`config.mk`:
```
export PLATFORM = sky130hd
export DESIGN_NAME = hlbu_cell
export DESIGN_NICKNAME = d
export VERILOG_FILES = /design/src/rtl/core/hlbu_pkg.sv /design/src/rtl/core/hlbu_cell.sv
export SDC_FILE = /design/constraint.sdc
export NUM_CORES = 1
export LEC_CHECK = 0
export BUFFER_PORTS_ARGS = -buffer_cell sky130_fd_sc_hd__buf_4
export CAP_MARGIN = 20
export CORE_ASPECT_RATIO = 0.6
export CORE_MARGIN = 2
export CORE_UTILIZATION = 30
export DETAILED_ROUTE_END_ITERATION = 6
export HOLD_SLACK_MARGIN = 0.02
export SETUP_SLACK_MARGIN = 0.5
export SKIP_LAST_GASP = 1
export SLEW_MARGIN = 25
export SYNTH_ARGS = -nofsm -noshare
export SYNTH_HDL_FRONTEND = slang
export SYNTH_SLANG_ARGS = --single-unit
```
`constraint.sdc`:
```
create_clock -name i_clk -period 1.7 [get_ports i_clk]
set_clock_uncertainty 0.15 [all_clocks]
set_input_delay 0.34 -clock i_clk [delete_from_list [all_inputs] [get_ports i_clk]]
set_output_delay 0.34 -clock i_clk [all_outputs]
set_load 0.01 [all_outputs]
```
`src/rtl/core/hlbu_pkg.sv`:
```
// Shared types, constants and Q16.16 arithmetic helpers of the hidden-layer backprop engine.
`timescale 1ns / 1ps
package hlbu_pkg;

    localparam logic [2:0] OP_ACC = 3'd0;
    localparam logic [2:0] OP_FIN = 3'd1;
    localparam logic [2:0] OP_UPD = 3'd2;
    localparam logic [2:0] OP_RD  = 3'd3;
    localparam logic [2:0] OP_WR  = 3'd4;

    localparam logic [16:0] LR_RESET = 17'd655;
    localparam logic signed [32:0] Q_ONE = 33'sd65536;

    typedef struct packed {
        logic [2:0]         operation;
        logic [5:0]         unit_index;
        logic [8:0]         input_index;
        logic signed [31:0] value;
        logic signed [31:0] next_delta;
    } t_in_req;

    typedef struct packed {
        logic signed [31:0] result_value;
        logic [5:0]         result_unit;
        logic               is_delta;
        logic               saturated;
    } t_out_rsp;

    typedef struct packed {
        logic shift;
        logic delta_we;
        logic sum_we;
    } t_cell_ctl;

    typedef struct packed {
        logic signed [31:0] value;
        logic               sat;
    } t_qres;

    // Product of two Q16.16 values, floored back to Q16.16 and saturated.
    function automatic t_qres qmul(input logic signed [31:0] a, input logic signed [31:0] b);
        logic signed [63:0] p;
        logic signed [47:0] q;
        t_qres r;
        p = 64'(a) * 64'(b);
        q = p[63:16];
        r.sat = 1'b0;
        r.value = q[31:0];
        if (!q[47] && (|q[46:31])) begin
            r.sat = 1'b1;
            r.value = 32'sh7FFFFFFF;
        end else if (q[47] && !(&q[46:31])) begin
            r.sat = 1'b1;
            r.value = 32'sh80000000;
        end
        return r;
    endfunction

    // Saturating clamp of a 33-bit signed value to 32 bits.
    function automatic t_qres clamp33(input logic signed [32:0] s);
        t_qres r;
        r.sat = (s[32] != s[31]);
        if (!r.sat) begin
            r.value = s[31:0];
        end else if (s[32]) begin
            r.value = 32'sh80000000;
        end else begin
            r.value = 32'sh7FFFFFFF;
        end
        return r;
    endfunction

    function automatic t_qres qadd(input logic signed [31:0] a, input logic signed [31:0] b);
        logic signed [32:0] s;
        s = 33'(a) + 33'(b);
        return clamp33(s);
    endfunction

endpackage

```
`src/rtl/core/hlbu_cell.sv`:
```
// One hidden-unit cell: holds the unit's delta and error sum; deltas rotate along the row.
`timescale 1ns / 1ps
module hlbu_cell
    import hlbu_pkg::*;
(
    input  logic               i_clk,
    input  logic               i_rst_n,
    input  t_cell_ctl          i_ctl,
    input  logic signed [31:0] i_delta_in,
    input  logic signed [31:0] i_delta_wdata,
    input  logic signed [31:0] i_sum_wdata,
    output logic signed [31:0] o_delta,
    output logic signed [31:0] o_sum
);

    logic signed [31:0] r_delta;
    logic signed [31:0] r_sum;

    always_ff @(posedge i_clk) begin
        if (!i_rst_n) begin
            r_delta <= '0;
            r_sum   <= '0;
        end else begin
            if (i_ctl.shift) begin
                r_delta <= i_delta_in;
            end else if (i_ctl.delta_we) begin
                r_delta <= i_delta_wdata;
            end
            if (i_ctl.sum_we) begin
                r_sum <= i_sum_wdata;
            end
        end
    end

    assign o_delta = r_delta;
    assign o_sum   = r_sum;

endmodule

```
==> flow_summary_export.csv, run 1 <==
group,metric,value,unit
run_status,status,"finished clean",
global_routing,grt_use_met3,6.18,%
power_and_ir_drop,cellInternalPower,0.00340,W
critical_path,crit_path_cell_trace,"buf_6",
yosys,synth_cell_types,13,
cts,htree_num_levels,3,
floorplanning,dieArea,10800,sq um
detailed_routing,wl_per_cell,14.0,um
critical_path,critPathRequiredTime,1.21,ns
critical_path,end_kind,"output port",
cts,hold_buffers,0,
floorplanning,core_region_area,9770,sq um
timing,rsz0062_at_grt,"true",
timing,worst_slew_pin_slew,0.270,ns
power_and_ir_drop,p_seq_share,38.9,%
final_layout,final_common_cell,"buf_4",
final_layout,diodes,0,
job,drv_cap,0,
detailed_routing,drt_pass1_iterations,3,
detailed_routing,wirelength,7.69,mm
detailed_routing,detail-route-antenna-nets,0,
cts,clk_transition_reported_paths,0.05,ns
power_and_ir_drop,power_switching,0.000973,W
global_routing,grt_pass1_wl,12.0,mm
timing,fin_tns_setup,0,ns
placement,io_buffers,164,
floorplanning,fp.dieW,133,um
critical_path,crit_fanout,2,
yosys,mappedNetlistArea,2980,sq um
timing,min_period_over_period,73.9,%
yosys,avgSynthCellArea,12.2,sq um
global_routing,met2_usage,23.2,%
critical_path,worstSetupStartpointType,"flip-flop",
yosys,syn_nets,346,
global_routing,gr-total-overflow,0,
timing,slew_headroom,82.0,%
global_routing,grt_max_degree,65,
critical_path,cpLargestDelayFamily,"flip-flops",
timing,fmax,796,MHz
power_and_ir_drop,peakVddDrop,0.455,mV
power_and_ir_drop,p_sw_share,22.2,%
detailed_routing,viasPerCell,4.31,
cts,numClockSinks,64,
power_and_ir_drop,power.leakage,2.59,nW
timing,worst_slack,0.444,ns
cts,clk_latency,0.32,ns
cts,cts_buffers,9,
final_layout,syn2layout_area_growth,67.3,%
placement,hpwl,5.31,mm
yosys,yosysWarnings,0,
floorplanning,die_h,81.2,um
timing,hold_violations,0,
timing,final-setup-viol-count,0,
cts,cts_root_buf,"clkbuf_16",
detailed_routing,drc,0,
floorplanning,initial_core_util,30.5,%
timing,drv_slew,0,
critical_path,crit_type,"flip-flop to output port",
critical_path,crit_arrival,0.77,ns
yosys,syn-instance-count,245,
final_layout,final_area,4990,sq um
global_routing,grt_usage,14.3,%
floorplanning,pin_count,165,
final_layout,final_cell_mix,"buf_4 (106), dfxtp_2 (64), buf_6 (64)",
critical_path,cp_num_buf_inv,1,
power_and_ir_drop,power,0.00437,W
critical_path,cpPeakStageDelay,0.34,ns
timing,min_period,1.26,ns
critical_path,slowest_stage,"dfxtp_2",
power_and_ir_drop,power.density,877,nW/um^2
final_layout,nets,511,
placement,dpl_worst_slack,0.248,ns
cts,clockBufferDepth,2,
floorplanning,rows,28,
detailed_routing,drtIter0Drc,53,
min_path,worst_hold_path_type,"input pin to flip-flop",
global_routing,grt_pass1_vias,2459,
global_routing,top_usage_layer,"met2",
final_layout,fin_util,51.0,%
placement,gp_congestion,0.690,
cts,cts_tree,"built",
global_routing,antenna_found_initial,0,
power_and_ir_drop,clock_power_share,41.9,%
detailed_routing,vias,2368,
power_and_ir_drop,comb_power_share,19.2,%
final_layout,layout-drive-gt1-share,68.7,%
yosys,ys_seq_elements,64,
yosys,ys_seq_area_share,43.0,%
global_routing,grtUsageMet1,17.1,%
placement,placed_area,4320,sq um
[synthesized netlist by cell type]
cell      count  share of area, %
buf_4         6               1.5
o211a_1      32                11
buf_6         1              0.38
mux2_4       30                15
mux2i_1      32                11
clkbuf_1      9               1.1
nand2b_1     11               2.3
mux2_2        2              0.76
dfxtp_1      64                43
or2b_1       21               5.3
buf_2         2              0.34
nor2b_1      32               6.7
buf_12        3               2.0
[cells by family (layout without fill, tap and decap cells)]
logic type | count (synthesis) | in the layout | synth area share [%]
AO/OA/AOI/OAI | 32 | 32 | 10.7
buffers and inverters | 21 | 191 | 5.37
flip-flops | 64 | 64 | 43.0
multiplexers | 64 | 64 | 26.6
AND/OR/NAND/NOR | 64 | 64 | 14.3
[metrics by stage]
step           hold slack, ns  cells
6_report                0.125    550
5_1_grt                 0.117    550
4_1_cts                 0.107    548
3_5_place_dp            0.353    528
3_3_place_gp            0.349    528
2_1_floorplan           0.359    245
[path summary, 6_finish.rpt]
kind | from | end | slack, ns | cells past startpoint
max | o_delta[24] | o_delta[24] | 0.44 | 1
min | i_sum_wdata[14] | o_sum[14] | 0.13 | 3
max reg2reg | o_delta[0] | o_delta[0] | 0.54 | 3
min reg2reg | o_sum[23] | o_sum[23] | 0.36 | 2
[power by group through the flow]
| stage | logic [W] | registers (W) | clock network [W] |
|---|---|---|---|
| finish | 0.000842 | 0.00170 | 0.00183 |
| global route | 0.000902 | 0.00171 | 0.00197 |
| CTS | 0.000847 | 0.00170 | 0.00190 |
| detailed placement | 0.000776 | 0.00169 | 0 |
| global placement | 0.000763 | 0.00169 | 0 |
| floorplan | 0.000350 | 0.00173 | 0 |
[tightest hold or removal path, stage by stage]
cell,delay (ns)
buf_4,0.08
mux2i_1,0.05
nor2b_1,0.09
[repair_timing]
action,in CTS,in global routing
resized for setup,128,0
setup endpoints to repair,64,64
buffers inserted,4,2
pin swaps,0,0
[per-layer routing]
layer  vias to the layer above  part of all wire [%]
met1                      1088                    44
li1                       1186                     -
met3                        10                   7.9
met2                        84                    46
met5                         -                     0
met4                         0                   1.4
[area by class of cell]
class                           instances  area (sq um)
Clock buffer                           13           260
Fill cell                             893          4790
Multi-Input combinational cell        160          1540
Tap cell                              135           169
Clock inverter                          3          40.0
Sequential cell                        64          1360
Timing Repair Buffer                  175          1620
[flip-flops by register name, summed over array words and instances, names as in the netlist]
name	flops
o_sum	32
o_delta	32
Power figures use the tool's default switching activity.
==> run 2: changes to the inputs <==
==> constraint.sdc (replaced) <==
create_clock -name i_clk -period 1.3 [get_ports i_clk]
set_clock_uncertainty 0.15 [all_clocks]
set_input_delay 0.26 -clock i_clk [delete_from_list [all_inputs] [get_ports i_clk]]
set_output_delay 0.26 -clock i_clk [all_outputs]
set_load 0.01 [all_outputs]
==> run 2 against run 1 <==
  * Sequential share of layout area shrank 0.47 points
  * Setup slack lost 0.33 ns
  * Flip-flop and latch count is the same
  * Combinational power grew 33%
  * Critical path depth is the same
  * Register-to-register slack lost 0.40 ns
  * Critical path type unchanged
  * Worst hold slack lost 0.075 ns
  * Clock power grew 42%
  * Critical endpoint is now o_delta[14]
  * Die area is the same
  * Via count grew 0.25%
  * Non-clock buffer count grew 4
  * Core utilization grew 0.90 points
==> flow_summary_export.csv, run 2 (synthesis results as in run 1) <==
group,metric,value,unit
run_status,status,"finished clean",
floorplanning,die_h,81.2,um
power_and_ir_drop,power.leakage,2.62,nW
critical_path,cp_num_buf_inv,1,
global_routing,grt_max_degree,41,
cts,clk_transition_reported_paths,0.06,ns
timing,min_period,1.18,ns
global_routing,grt_usage,14.5,%
critical_path,slowest_stage,"dfxtp_2",
final_layout,final_cell_mix,"buf_4 (105), buf_6 (67), dfxtp_2 (64)",
global_routing,grt_pass1_vias,2492,
placement,placed_cells,533,
cts,clk_latency,0.31,ns
floorplanning,initial_core_util,30.5,%
power_and_ir_drop,peakVddDrop,0.650,mV
critical_path,crit_cells,1,
critical_path,critPathRequiredTime,0.89,ns
cts,cts_buffers,9,
critical_path,crit_path_cell_trace,"buf_6",
global_routing,gr-total-overflow,0,
cts,clockBufferDepth,2,
cts,hold_buffers,0,
floorplanning,pin_count,165,
detailed_routing,vias,2374,
min_path,worst_hold_path_type,"input pin to flip-flop",
critical_path,crit_arrival,0.77,ns
critical_path,cp-endpoint,"o_delta[14]",
timing,fmax,845,MHz
critical_path,cpPeakStageDelay,0.35,ns
detailed_routing,wirelength,7.84,mm
final_layout,nets,515,
placement,io_buffers,164,
cts,cts_root_buf,"clkbuf_16",
final_layout,num-fill-cells,867,
final_layout,layout-drive-gt1-share,69.1,%
cts,htree_num_levels,3,
detailed_routing,detail-route-antenna-nets,0,
critical_path,r2r_slack,0.14,ns
critical_path,crit_type,"flip-flop to output port",
floorplanning,dieArea,10800,sq um
detailed_routing,drtIter0Drc,37,
critical_path,crit_start,"o_delta[14]",
timing,drv_slew,0,
detailed_routing,drt_pass1_iterations,4,
critical_path,cpLargestDelayFamily,"flip-flops",
critical_path,r2r_cells,3,
timing,hold_violations,0,
placement,hpwl,5.54,mm
timing,rsz0062_at_grt,"true",
critical_path,r2r_end,"o_delta[0]",
cts,cts_tree,"built",
timing,slew_headroom,87.9,%
critical_path,crit_fanout,2,
global_routing,grt_pass1_wl,12.3,mm
job,drv_cap,0,
detailed_routing,drc,0,
cts,numClockSinks,64,
final_layout,syn2layout_area_growth,70.2,%
final_layout,diodes,0,
placement,gp_congestion,0.737,
power_and_ir_drop,power.density,1170,nW/um^2
timing,worst_slew_pin_slew,0.182,ns
detailed_routing,wl_per_cell,14.2,um
critical_path,r2r_start,"o_delta[0]",
min_path,min_delay_path_depth,3,
timing,min_period_over_period,91.0,%
final_layout,layout.cells.non_filler,553,
final_layout,final_common_cell,"buf_4",
global_routing,antenna_found_initial,0,
floorplanning,fp.dieW,133,um
timing,fin_tns_setup,0,ns
critical_path,worstSetupStartpointType,"flip-flop",
timing,final-setup-viol-count,0,
floorplanning,core_region_area,9770,sq um
detailed_routing,viasPerCell,4.29,
floorplanning,rows,28,
critical_path,end_kind,"output port",
[run 2: cell types whose count changed in the layout (fill, tap and decap cells not counted)]
cell	previous run	this run
buf_12	5	7
buf_4	106	105
buf_6	64	67
bufinv_16	1	2
clkbuf_1	2	1
clkinv_2	2	1
[run 2: timing repair]
item / 4_1_cts / 5_1_grt
setup buffers: 4 / 1
endpoints found under the setup margin: 96 / 111
resized for setup: 128 / 3
cloned: 0 / 0
[run 2: worst min-delay path by stage]
stage	start	endpoint	slack [ns]
final	i_sum_wdata[17]	o_sum[17]	0.05
after global routing	i_sum_wdata[14]	o_sum[14]	0.04
after CTS	i_sum_wdata[0]	o_sum[0]	0.03
after detailed placement	o_sum[0]	o_sum[0]	0.35
after floorplan	i_sum_wdata[10]	o_sum[10]	0.28
after global placement	o_sum[31]	o_sum[31]	0.35
[run 2: per-layer routing]
metal / wire length, um / share of wire, % / track usage [%] / vias to the layer above
li1: - / - / - / 1191
met1: 3610 / 46 / 18.2 / 1083
met2: 3610 / 46 / 23.3 / 93
met3: 538 / 6.9 / 5.49 / 7
met4: 75 / 0.96 / 4.84 / 0
met5: 0 / 0 / 0 / -
[run 2: worst min-delay path, cell delays in order]
cell and delay, ns:
buf_4 0.07, mux2i_1 0.05, nor2b_1 0.09
[run 2: where the power goes]
| group | total, W | switching (W) | internal, W |
|---|---|---|---|
| Clock | 0.00259 | 0.000819 | 0.00177 |
| Combinational | 0.00112 | 0.000367 | 0.000757 |
| Sequential | 0.00223 | 0.0000976 | 0.00213 |
[run 2: layout make-up]
class,count,area [sq um],share of cell area [%]
clock buffer,12,256,5.05
clock inverter,3,65.1,1.28
multi-input combinational,160,1540,30.4
sequential,64,1360,26.8
tap,135,169,3.33
timing repair buffer,179,1680,33.2
[run 2: metrics by stage]
| stage | hold WS [ns] | setup WS, ns | total power (W) | cell area [sq um] | util, % |
|---|---|---|---|---|---|
| 4_1_cts | 0.0337 | 0.109 | 0.00602 | 5060 | 51.7 |
| 6_report | 0.0495 | 0.117 | 0.00594 | 5070 | 51.9 |
| 5_1_grt | 0.0429 | 0.0879 | 0.00620 | 5070 | 51.9 |
| 3_5_place_dp | 0.353 | -0.0667 | 0.00325 | 4380 | 44.9 |
| 2_1_floorplan | 0.279 | 0.0467 | 0.00274 | 3030 | - |
| 3_3_place_gp | 0.350 | -0.0490 | 0.00323 | 4380 | 44.9 |
